<file path="src/tmcw_pkg.sv">
`default_nettype none

package tmcw_pkg;

  // Screen geometry.
  localparam int COLUMNS    = 80;
  localparam int ROWS       = 25;
  localparam int CELL_COUNT = ROWS * COLUMNS;

  // Field widths fixed by the item format.
  localparam int FUNC_W   = 2;
  localparam int CHAR_W   = 8;
  localparam int COLOR_W  = 4;
  localparam int CURSOR_W = 11;
  localparam int CELL_W   = 16;

  // Internal widths that follow from the geometry.
  localparam int ADDR_W = $clog2(CELL_COUNT);
  localparam int SCAN_W = ADDR_W + 1;
  localparam int ROW_W  = $clog2(ROWS);

  localparam logic [ADDR_W-1:0] LAST_CELL      = ADDR_W'(CELL_COUNT - 1);
  localparam logic [ADDR_W-1:0] LAST_ROW_START = ADDR_W'((ROWS - 1) * COLUMNS);

  // Reciprocal of COLUMNS for an exact row number of any address.
  localparam int RSHIFT  = ADDR_W + $clog2(COLUMNS);
  localparam int RECIP_W = ADDR_W + 2;
  localparam logic [RECIP_W-1:0] RECIP = RECIP_W'((2 ** RSHIFT) / COLUMNS + 1);

  // Cell contents.
  localparam logic [CHAR_W-1:0] NEWLINE_CODE = CHAR_W'(10);
  localparam logic [CELL_W-1:0] BLANK_CELL   = 16'h0700;

  // Request function codes.
  localparam logic [FUNC_W-1:0] FUNC_PUT = 2'd0;
  localparam logic [FUNC_W-1:0] FUNC_SET = 2'd1;
  localparam logic [FUNC_W-1:0] FUNC_GET = 2'd2;

  typedef enum logic [2:0] {
    ST_CLEAR,
    ST_IDLE,
    ST_EXEC,
    ST_SET_ROW,
    ST_COPY_RD,
    ST_COPY_WR,
    ST_BLANK,
    ST_FINISH
  } state_t;

  typedef enum logic [2:0] {
    OP_NONE,
    OP_CLEAR,
    OP_PUT,
    OP_COPY_RD,
    OP_COPY_WR,
    OP_BLANK
  } ram_op_t;

  typedef struct packed {
    logic    capture;
    logic    step;
    logic    set_row;
    logic    scan_init;
    logic    load_out;
    ram_op_t op;
  } cmd_t;

  typedef struct packed {
    logic [FUNC_W-1:0] func;
    logic              wrap;
    logic              scan_last;
    logic              blank_done;
    logic              out_busy;
  } status_t;

  // Limit a requested index to the last cell of the screen.
  function automatic logic [ADDR_W-1:0] clamp_index(input logic [CURSOR_W-1:0] v);
    logic [ADDR_W-1:0] r;
    if (32'(v) >= CELL_COUNT) r = LAST_CELL;
    else r = ADDR_W'(v);
    return r;
  endfunction

endpackage

`default_nettype wire

</file>
<file path="src/tmcw_ctrl.sv">
`default_nettype none

module tmcw_ctrl import tmcw_pkg::*; (
  input  wire logic    clk,
  input  wire logic    rst,
  input  wire logic    in_valid,
  output logic         in_ready,
  input  wire status_t status,
  output cmd_t         cmd
);

  state_t state;
  state_t state_next;

  always_ff @(posedge clk) begin
    if (rst) begin
      state <= ST_CLEAR;
    end else begin
      state <= state_next;
    end
  end

  // Next state.
  always_comb begin
    state_next = state;
    case (state)
      ST_CLEAR: begin
        if (status.scan_last) state_next = ST_IDLE;
      end
      ST_IDLE: begin
        if (in_valid) state_next = ST_EXEC;
      end
      ST_EXEC: begin
        if (status.wrap) state_next = ST_COPY_RD;
        else if (status.func == FUNC_SET) state_next = ST_SET_ROW;
        else state_next = ST_FINISH;
      end
      ST_SET_ROW: state_next = ST_FINISH;
      ST_COPY_RD: state_next = ST_COPY_WR;
      ST_COPY_WR: begin
        if (status.scan_last) state_next = ST_BLANK;
        else state_next = ST_COPY_RD;
      end
      ST_BLANK: begin
        if (status.blank_done) state_next = ST_FINISH;
      end
      ST_FINISH: begin
        if (!status.out_busy) state_next = ST_IDLE;
      end
      default: state_next = ST_CLEAR;
    endcase
  end

  // Commands to the datapath.
  always_comb begin
    cmd      = '0;
    cmd.op   = OP_NONE;
    in_ready = 1'b0;
    case (state)
      ST_CLEAR: cmd.op = OP_CLEAR;
      ST_IDLE: begin
        in_ready    = 1'b1;
        cmd.capture = in_valid;
      end
      ST_EXEC: begin
        cmd.step      = 1'b1;
        cmd.scan_init = status.wrap;
        if (status.func == FUNC_PUT) cmd.op = OP_PUT;
      end
      ST_SET_ROW: cmd.set_row = 1'b1;
      ST_COPY_RD: cmd.op = OP_COPY_RD;
      ST_COPY_WR: cmd.op = OP_COPY_WR;
      ST_BLANK:   cmd.op = OP_BLANK;
      ST_FINISH:  cmd.load_out = !status.out_busy;
      default:    cmd.op = OP_NONE;
    endcase
  end

endmodule

`default_nettype wire

</file>
<file path="config.mk">
export PLATFORM = sky130hd
export DESIGN_NAME = tmcw_ctrl
export DESIGN_NICKNAME = d
export VERILOG_FILES = /design/src/tmcw_pkg.sv /design/src/tmcw_ctrl.sv
export SDC_FILE = /design/constraint.sdc
export NUM_CORES = 1
export LEC_CHECK = 0
export BUFFER_PORTS_ARGS = -buffer_cell sky130_fd_sc_hd__buf_2
export CORE_AREA = 8 8 45 47
export DETAILED_ROUTE_END_ITERATION = 6
export DIE_AREA = 0 0 53 55
export MAX_ROUTING_LAYER = met4
export SLEW_MARGIN = 20
export SYNTH_ARGS = -nofsm -noshare
export SYNTH_HDL_FRONTEND = slang
export SYNTH_SLANG_ARGS = --single-unit
export TNS_END_PERCENT = 100
</file>
<file path="constraint.sdc">
create_clock -name clk -period 2.7 [get_ports clk]
set_input_delay 0.54 -clock clk [delete_from_list [all_inputs] [get_ports clk]]
set_output_delay 0.54 -clock clk [all_outputs]
set_load 0.03 [all_outputs]
</file>
# Yosys cells after proc, flatten, opt, wreduce, memory -nomap -nowiden

Index checks and enable logic that the tools add are counted.

Register bits: 3
Bits in latches: 0
RAM bits: 0
Memory bits (read-only): 0
Output and inout port bits: 9
Logic and storage cells: 33
Memories kept: 0

Add/sub/neg operators: 0
Multipliers: 0
Div/mod/pow operators: 0
$lt $le $gt $ge: 0
Equality and inequality tests: 12
Shift-type cells: 0
Muxes and demuxes: 16
Bitwise logic cells: 0
Reductions and logical operators: 4

Operator list:

| cell                                                             | number |
|---|---|
| 3-bit case mux with 8 select lines                               | 1 |
| 3-bit 2-to-1 mux                                                 | 6 |
| 3-bit case mux with 5 select lines                               | 1 |
| 3-bit == test (second input constant)                            | 4 |
| 2-bit inequality test (second input constant)                    | 4 |
| 3-bit by 2-bit == test with 1-bit output (second input constant) | 2 |
| 1-bit 2-to-1 mux                                                 | 6 |
| 2-bit 2-to-1 mux                                                 | 2 |
| 4-bit AND reduction                                              | 1 |
| 3-bit by 1-bit == test with 1-bit output (second input constant) | 1 |
| 3-bit zero test                                                  | 1 |
| 2-bit by 1-bit == test with 1-bit output (second input constant) | 1 |
| 2-bit zero test                                                  | 1 |
| 1-bit zero test                                                  | 1 |

# Longest topological paths before layout

Gate-level depths: netlist (run 1).

Word-level depth: 4
Depth in mapped cells: 4
Depth with buffers taken out: 3

# Least setup slack after synthesis (run 1)

OpenSTA, ideal clock, no wires.

Kind: register to output
Start point: register state[1]
End point: output port cmd[7] (netlist name)
Arrival: 1411 ps
Data required time: 2160 ps
Slack: 749 ps
Cell stages (with the launch flop): 5
Cells stage by stage: dfxtp_1 buf_2 nand2b_1 nor2_1 and2_1

RTL lines:

| element                  | RTL line        | source |
|---|---|---|
| start: declaration       | tmcw_ctrl.sv:12 | `state_t state;` |
| start signal: assignment | tmcw_ctrl.sv:19 | `state <= state_next;` |
| end: declaration         | tmcw_ctrl.sv:9  | `output cmd_t cmd` |

==> results.py, run 1 <==
metrics = {
    "setup_path": {
        "crit_fanout": 9,
        "cp_top_family": "flip-flops",
        "rr_startpoint": "state[0]",
        "rrSetupSlack_ps": 1410,
        "r2r-end": "state[2]",
        "crit_chain": "inv_1, nor3_1, buf_2",
        "critPathKind": "reg2out",
        "worst-path-buf-inv": 2,
        "worstPathRequired_ps": 2160,
        "cp-start-kind": "register",
        "rr_worst_depth": 3,
        "cp_slowest_stage_delay_ps": 510,
        "crit_path_end_kind": "primary output",
        "cp.arrival_ps": 1380,
        "slowest_stage": "dfxtp_1",
    },
    "logic_synthesis": {
        "synth_common_cells": "nor2_1, a21oi_1, dfxtp_1, nor2b_1",
        "ys_async_sr_fraction_pct": 0,
        "seq_area_frac_synth_pct": 22.2,
        "syn_nets": 47,
        "synth.largest_area_cell": "dfxtp_1",
        "synth-seq-cells": 3,
        "ys.flop_type": "dfxtp_1",
        "postSynthAreaPerCell_um2": 7.11,
        "ys_types": 20,
        "syn_area_um2": 270,
        "ys_warn_count": 0,
        "synth_top_area_share_pct": 22.2,
        "synth_edf_count": 0,
        "yosys-top-cells-area": "dfxtp_1, a21oi_1, nor2_1",
        "yosysMostFrequentCell": "nor2_1",
        "synthCells": 38,
    },
    "placement": {
        "port_buffers": 17,
        "post-dp-hpwl_um": 622,
        "place.gp.congestion": 0.802,
    },
    "power_and_ir_drop": {
        "netSwitchingPower_w": 0.0000727,
        "powerDensity_mw_per_mm2": 533,
        "internal-power_w": 0.000129,
        "pwr-share-seq_pct": 29.7,
        "comb_power_share_pct": 30.7,
        "swShare_pct": 36.1,
        "ir_drop_mv": 0.194,
        "leakage_nw": 0.180,
        "clkPwrFrac_pct": 39.6,
    },
    "cells_and_area": {
        "drive_gt1_share_pct": 39.3,
        "nets": 66,
        "n_fill_cell": 165,
        "reg.largest.list": "state (3)",
        "largest_register_ffs": 3,
        "regMostFlops": "state",
        "diodes": 0,
        "area_delta_synth_final_pct": 39.8,
        "final_util_pct": 27.3,
    },
    "die": {
        "die-area_mm2": 0.00292,
        "num_rows": 14,
        "die_width_um": 53,
        "die_y_um": 55,
        "start_util_pct": 19.5,
        "ios": 18,
        "core_area_mm2": 0.00138,
    },
    "sta": {
        "period_share_pct": 71.3,
        "slew_headroom_pct": 76.8,
        "hold_viol_final": 0,
        "setup_viol": 0,
        "rsz0062_at_grt": "no",
        "holdWs_ps": 523,
        "tns_ps": 0,
        "worstMarginPinSlew_ps": 347,
        "fmax_mhz": 520,
        "drv_slew": 0,
        "skew_ps": 0.550,
        "fin_crit_ps": 1920,
    },
    "clocking": {
        "cts_setup_buffers": 0,
        "cts_hold_buffers": 0,
        "htree_levels": 1,
        "clock_latency_ps": 230,
        "cts.reportedPaths.clkPinSlew_ps": 40,
        "tritoncts": "yes",
        "clock-root-buffer": "clkbuf_4",
        "cts-resized-gates": 0,
        "cts_sinks": 3,
        "numCtsBuffers": 3,
        "cts_buffer_depth": 2,
    },
    "global_route": {
        "grt_pass1_wl_mm": 1.28,
        "overflow": 0,
        "grt_util_met3_pct": 2.67,
        "top_usage_layer": "met2",
        "grt_max_degree": 13,
        "antenna_found_initial": 0,
        "grt_use_met1_pct": 7.59,
        "track_usage_pct": 6.08,
        "grtUsageMet2_pct": 7.62,
        "grt_pass1_vias": 308,
    },
    "route": {
        "drcViolationCount": 0,
        "wirelength_um": 797,
        "drt_first_pass_iters": 4,
        "vias_per_cell": 4.36,
        "drt_iter0_drc": 4,
        "vias": 314,
        "final_antenna_net_count": 0,
        "wl_per_cell_um": 11.1,
    },
    "worst_hold_path": {
        "min-delay-start": "rst",
        "worstHoldEndpoint": "state[2]",
        "hold_depth": 2,
        "worstHoldPathType": "in2reg",
    },
    "run": {
        "max_cap_violations": 0,
    },
    "status": {
        "status": "complete, no violations",
    },
}
[power groups by stage]
| stage | logic, W | registers (W) | clock network (W) |
|---|---|---|---|
| 3_3_place_gp | 0.0000627 | 0.0000603 | 0 |
| 5_1_grt | 0.0000674 | 0.0000609 | 0.0000881 |
| 2_1_floorplan | 0.0000560 | 0.0000509 | 0 |
| 3_5_place_dp | 0.0000628 | 0.0000604 | 0 |
| 6_report | 0.0000617 | 0.0000597 | 0.0000798 |
| 4_1_cts | 0.0000631 | 0.0000597 | 0.0000847 |
[layout by cell type (no fill, tap or decap), drive strengths merged, types with 2 or more instances in the layout]
cell and count:
nor3 2, nor2 7, and2 3, clkbuf 4, nor2b 4, nand2b 2, dfxtp 3, buf 17
a21oi 6
[cells by family after synthesis]
logic type	count (synthesis)	share of synthesized area, %
simple gates	24	53.2
flops	3	22.2
buf+inv	4	10.2
compound gates	7	14.4
[worst max-delay path by stage]
stage	depth (start not counted)	start	slack (ps)	endpoint
floorplan	4	state[1]	750	cmd[7]
global route	3	state[2]	650	cmd[3]
detailed placement	4	status[3]	1030	cmd[4]
global placement	3	state[2]	1000	cmd[3]
CTS	3	state[2]	770	cmd[3]
finish	3	state[2]	780	cmd[3]
[through the flow]
stage / power [W] / setup slack [ps] / area (µm²) / std cells
floorplan: 0.000107 / 749 / 270 / 38
global placement: 0.000123 / 1000 / 352 / 68
detailed placement: 0.000123 / 1030 / 352 / 68
CTS: 0.000208 / 770 / 378 / 72
global route: 0.000216 / 652 / 378 / 72
finish: 0.000201 / 776 / 378 / 72
[cell type report]
| cell class | instances | area [µm²] | share of cell area [%] |
|---|---|---|---|
| multi-input cells | 31 | 183 | 48.3 |
| well taps | 16 | 20.0 | 5.30 |
| repair buffers | 17 | 85.1 | 22.5 |
| flip-flops and latches | 3 | 60.1 | 15.9 |
| clock buffers | 4 | 26.3 | 6.95 |
| inverters | 1 | 3.75 | 0.993 |
[per-layer routing]
layer	share of wire [%]	up-vias
met4	0	0
met1	55	134
met3	4.6	0
li1	-	166
met2	40	14
met5	0	-
No activity file was read; power rests on OpenSTA's default activity.
==> run 2: changes to the inputs <==
==> constraint.sdc (replaced) <==
create_clock -name clk -period 1.7 [get_ports clk]
set_input_delay 0.34 -clock clk [delete_from_list [all_inputs] [get_ports clk]]
set_output_delay 0.34 -clock clk [all_outputs]
set_load 0.03 [all_outputs]
==> results.py, run 2 (same netlist as run 1, synthesis figures left out) <==
metrics = {
    "cells_and_area": {
        "layout_commonest_cell": "buf_2",
        "n_fill_cell": 160,
        "nets": 66,
        "drive_gt1_share_pct": 46.4,
        "mostFrequentLayoutCells": "buf_2, a21oi_1, nor2_1",
        "reg.largest.list": "state (3)",
        "fin_area_um2": 384,
        "diodes": 0,
        "regMostFlops": "state",
        "finalNonFillerCells": 72,
        "largest_register_ffs": 3,
        "area_delta_synth_final_pct": 42.1,
    },
    "die": {
        "start_util_pct": 19.5,
        "ios": 18,
        "core_area_mm2": 0.00138,
        "die-area_mm2": 0.00292,
        "die_y_um": 55,
        "die_width_um": 53,
        "num_rows": 14,
    },
    "setup_path": {
        "rrSetupSlack_ps": 460,
        "r2r-end": "state[2]",
        "crit_path_end_kind": "primary output",
        "rr_startpoint": "state[0]",
        "rr_worst_depth": 3,
        "worstPathRequired_ps": 1360,
        "cp.arrival_ps": 1280,
        "critPathKind": "reg2out",
        "crit_fanout": 9,
        "cp-start-kind": "register",
        "crit_start": "state[2]",
    },
    "clocking": {
        "clock_latency_ps": 230,
        "tritoncts": "yes",
        "cts.reportedPaths.clkPinSlew_ps": 40,
        "numCtsBuffers": 3,
        "cts_buffer_depth": 2,
        "cts_setup_buffers": 0,
        "htree_levels": 1,
        "clock-root-buffer": "clkbuf_4",
        "cts_sinks": 3,
    },
    "sta": {
        "fin_crit_ps": 1620,
        "hold_viol_final": 0,
        "setup_slack_ps": 77.0,
        "drv_slew": 0,
        "setup_viol": 0,
        "slew_headroom_pct": 82.7,
        "rsz0062_at_grt": "no",
        "worstMarginPinSlew_ps": 258,
        "period_share_pct": 95.5,
        "tns_ps": 0,
        "skew_ps": 1.23,
        "fmax_mhz": 616,
        "holdWs_ps": 318,
    },
    "route": {
        "wl_per_cell_um": 11.0,
        "wirelength_um": 793,
        "drcViolationCount": 0,
        "vias": 316,
        "drt_iter0_drc": 3,
        "drt_first_pass_iters": 4,
        "final_antenna_net_count": 0,
        "vias_per_cell": 4.39,
    },
    "worst_hold_path": {
        "worstHoldPathType": "in2reg",
        "min-delay-start": "rst",
        "hold_depth": 2,
        "worstHoldEndpoint": "state[2]",
    },
    "power_and_ir_drop": {
        "powerDensity_mw_per_mm2": 844,
        "ir_drop_mv": 0.233,
        "leakage_nw": 0.181,
    },
    "placement": {
        "dp.cells": 68,
        "pre_cts_slack_ps": 210,
        "place.gp.congestion": 0.810,
        "post_dp_cell_area_um2": 354,
        "port_buffers": 17,
    },
    "global_route": {
        "grt_pass1_vias": 311,
        "track_usage_pct": 5.91,
        "grt_pass1_wl_mm": 1.24,
        "antenna_found_initial": 0,
        "grt_max_degree": 13,
        "overflow": 0,
    },
    "status": {
        "status": "complete, no violations",
    },
    "run": {
        "max_cap_violations": 0,
    },
}
-- run 2: changes by cell type in the layout (fill, tap and decap cells not counted) --
cell     before  now
dfxtp_1       3    0
dfxtp_2       0    3
nor2_1        7    6
nor2_2        0    1
-- run 2: what timing repair did --
item,4_1_cts,5_1_grt
endpoints found under the setup margin,2,5
hold endpoints to repair,0,0
gates resized for setup,2,1
hold buffers,0,0
-- run 2: layout make-up --
class	count	area, µm²	area share [%]
well taps	16	20.0	5.21
multi-input cells	31	185	48.2
flip-flops and latches	3	63.8	16.6
repair buffers	17	85.1	22.1
inverters	1	3.75	0.977
clock buffers	4	26.3	6.84
-- run 2: worst max-delay path by stage --
stage               endpoint  slack, ps
floorplan             cmd[7]        110
global placement      cmd[7]        270
detailed placement    cmd[3]        210
CTS                   cmd[1]         50
global route          cmd[3]          4
finish                cmd[3]         80
-- run 2: where the power goes --
part | total, W | internal, W | switching, W
logic | 0.000100 | 0.0000393 | 0.0000609
registers | 0.0000968 | 0.0000790 | 0.0000178
clock network | 0.000127 | 0.0000881 | 0.0000391
-- run 2: worst max-delay path, cell delays in order (launching register included) --
cell and delay, ps:
dfxtp_2 420, inv_1 100, nor3_1 270, buf_2 250
-- run 2: per-layer routing --
| metal | part of all wire (%) | vias to the layer above | track usage, % |
|---|---|---|---|
| met5 | 0 | - | - |
| met4 | 0 | 0 | 6.47 |
| met3 | 6.4 | 0 | 1.34 |
| met2 | 41 | 14 | 7.03 |
| met1 | 52 | 134 | 7.42 |
| li1 | - | 168 | - |
-- run 2: metrics by stage --
stage / util, % / total power (W)
finish: 27.8 / 0.000324
detailed placement: 25.6 / 0.000196
global route: 27.8 / 0.000349
CTS: 27.7 / 0.000330
global placement: 25.6 / 0.000197
floorplan: - / 0.000171
==> run 3: changes to the inputs <==
--- a/config.mk
+++ b/config.mk
@@ -6,9 +6,9 @@
 export NUM_CORES = 1
 export LEC_CHECK = 0
 export BUFFER_PORTS_ARGS = -buffer_cell sky130_fd_sc_hd__buf_2
-export CORE_AREA = 8 8 45 47
+export CORE_AREA = 2 2 39 41
 export DETAILED_ROUTE_END_ITERATION = 6
-export DIE_AREA = 0 0 53 55
+export DIE_AREA = 0 0 41 43
 export MAX_ROUTING_LAYER = met4
 export SLEW_MARGIN = 20
 export SYNTH_ARGS = -nofsm -noshare
==> results.py, run 3 (same netlist as run 1, synthesis figures left out) <==
metrics = {
    "power_and_ir_drop": {
        "ir_drop_mv": 0.289,
        "finalPower_w": 0.000317,
        "powerDensity_mw_per_mm2": 819,
        "leakage_nw": 0.181,
    },
    "cells_and_area": {
        "reg.largest.list": "state (3)",
        "area_delta_synth_final_pct": 43.1,
        "n_fill_cell": 160,
        "layout_commonest_cell": "buf_2",
        "mostFrequentLayoutCells": "buf_2, a21oi_1, nor2_1",
        "drive_gt1_share_pct": 46.4,
        "diodes": 0,
        "regMostFlops": "state",
        "largest_register_ffs": 3,
        "final_util_pct": 27.9,
        "nets": 66,
    },
    "sta": {
        "drv_slew": 0,
        "slew_headroom_pct": 80.6,
        "setup_slack_ps": 88.5,
        "hold_viol_final": 0,
        "fin_crit_ps": 1610,
        "setup_viol": 0,
        "skew_ps": 2.75,
        "worstMarginPinSlew_ps": 289,
        "fmax_mhz": 621,
        "period_share_pct": 94.8,
        "tns_ps": 0,
        "rsz0062_at_grt": "no",
        "holdWs_ps": 320,
    },
    "clocking": {
        "cts_hold_buffers": 0,
        "htree_levels": 1,
        "clock-root-buffer": "clkbuf_4",
        "numCtsBuffers": 3,
        "cts_buffer_depth": 2,
        "clock_latency_ps": 230,
        "cts_setup_buffers": 0,
        "tritoncts": "yes",
        "cts.reportedPaths.clkPinSlew_ps": 40,
        "cts-resized-gates": 1,
        "cts_sinks": 3,
    },
    "die": {
        "ios": 18,
        "die_y_um": 43,
        "start_util_pct": 19.5,
        "die_width_um": 41,
        "die-area_mm2": 0.00176,
        "num_rows": 14,
        "core_area_mm2": 0.00138,
    },
    "placement": {
        "post-dp-hpwl_um": 507,
        "place.gp.congestion": 0.746,
        "pre_cts_slack_ps": 196,
        "port_buffers": 17,
    },
    "worst_hold_path": {
        "worstHoldPathType": "in2reg",
    },
    "route": {
        "wirelength_um": 639,
        "final_antenna_net_count": 0,
        "vias": 305,
        "drt_iter0_drc": 3,
        "drcViolationCount": 0,
        "drt_first_pass_iters": 3,
        "vias_per_cell": 4.24,
        "wl_per_cell_um": 8.88,
    },
    "setup_path": {
        "critPathKind": "reg2out",
        "crit_chain": "inv_1, nor3_1, buf_4",
        "cp_top_family": "flip-flops",
        "crit_path_end_kind": "primary output",
        "cp.arrival_ps": 1270,
        "crit_fanout": 9,
        "cp-start-kind": "register",
        "worstPathRequired_ps": 1360,
        "worst-path-buf-inv": 2,
        "slowest_stage": "dfxtp_2",
        "cp_slowest_stage_delay_ps": 420,
    },
    "status": {
        "status": "complete, no violations",
    },
    "run": {
        "max_cap_violations": 0,
    },
    "global_route": {
        "overflow": 0,
        "grt_pass1_vias": 294,
        "track_usage_pct": 8.93,
        "antenna_found_initial": 0,
        "grt_pass1_wl_mm": 1.07,
        "grt_max_degree": 13,
    },
}
## run 3: cell counts in the layout (fill, tap and decap cells not counted)
Identical to the previous run, type by type.
## run 3: final timing paths
path	start	to	slack, ps	cells after the start
min reg2reg	state[1]	state[2]	590	2
max reg2reg	state[0]	state[2]	470	3
min	rst	state[2]	320	2
max	state[2]	cmd[3]	90	3
## run 3: area by class of cell
| class | count | area, µm² | share of cell area (%) |
|---|---|---|---|
| multi-input cells | 31 | 185 | 47.9 |
| inverters | 1 | 3.75 | 0.971 |
| clock buffers | 4 | 26.3 | 6.80 |
| well taps | 16 | 20.0 | 5.18 |
| flip-flops and latches | 3 | 63.8 | 16.5 |
| repair buffers | 17 | 87.6 | 22.7 |
## run 3: routing by layer
layer / part of all wire (%) / wire, µm / vias up / track usage [%]
met1: 49 / 316 / 128 / 10.9
li1: - / - / 165 / -
met3: 8.5 / 54 / 0 / 3.14
met2: 42 / 268 / 12 / 12.8
met5: 0 / 0 / - / -
met4: 0 / 0 / 0 / 4.00
## run 3: power by group
| part | leakage (nW) | switching (W) | total (W) | internal [W] |
|---|---|---|---|---|
| Combinational | 0.140 | 0.0000598 | 0.0000991 | 0.0000393 |
| Clock | 0.0150 | 0.0000335 | 0.000121 | 0.0000877 |
| Sequential | 0.0258 | 0.0000172 | 0.0000963 | 0.0000791 |
| Total | 0.181 | 0.000111 | 0.000317 | 0.000206 |
## run 3: through the flow
step,instance area (µm²),instances
2_1_floorplan,273,38
3_3_place_gp,354,68
3_5_place_dp,354,68
4_1_cts,382,72
5_1_grt,387,72
6_report,387,72
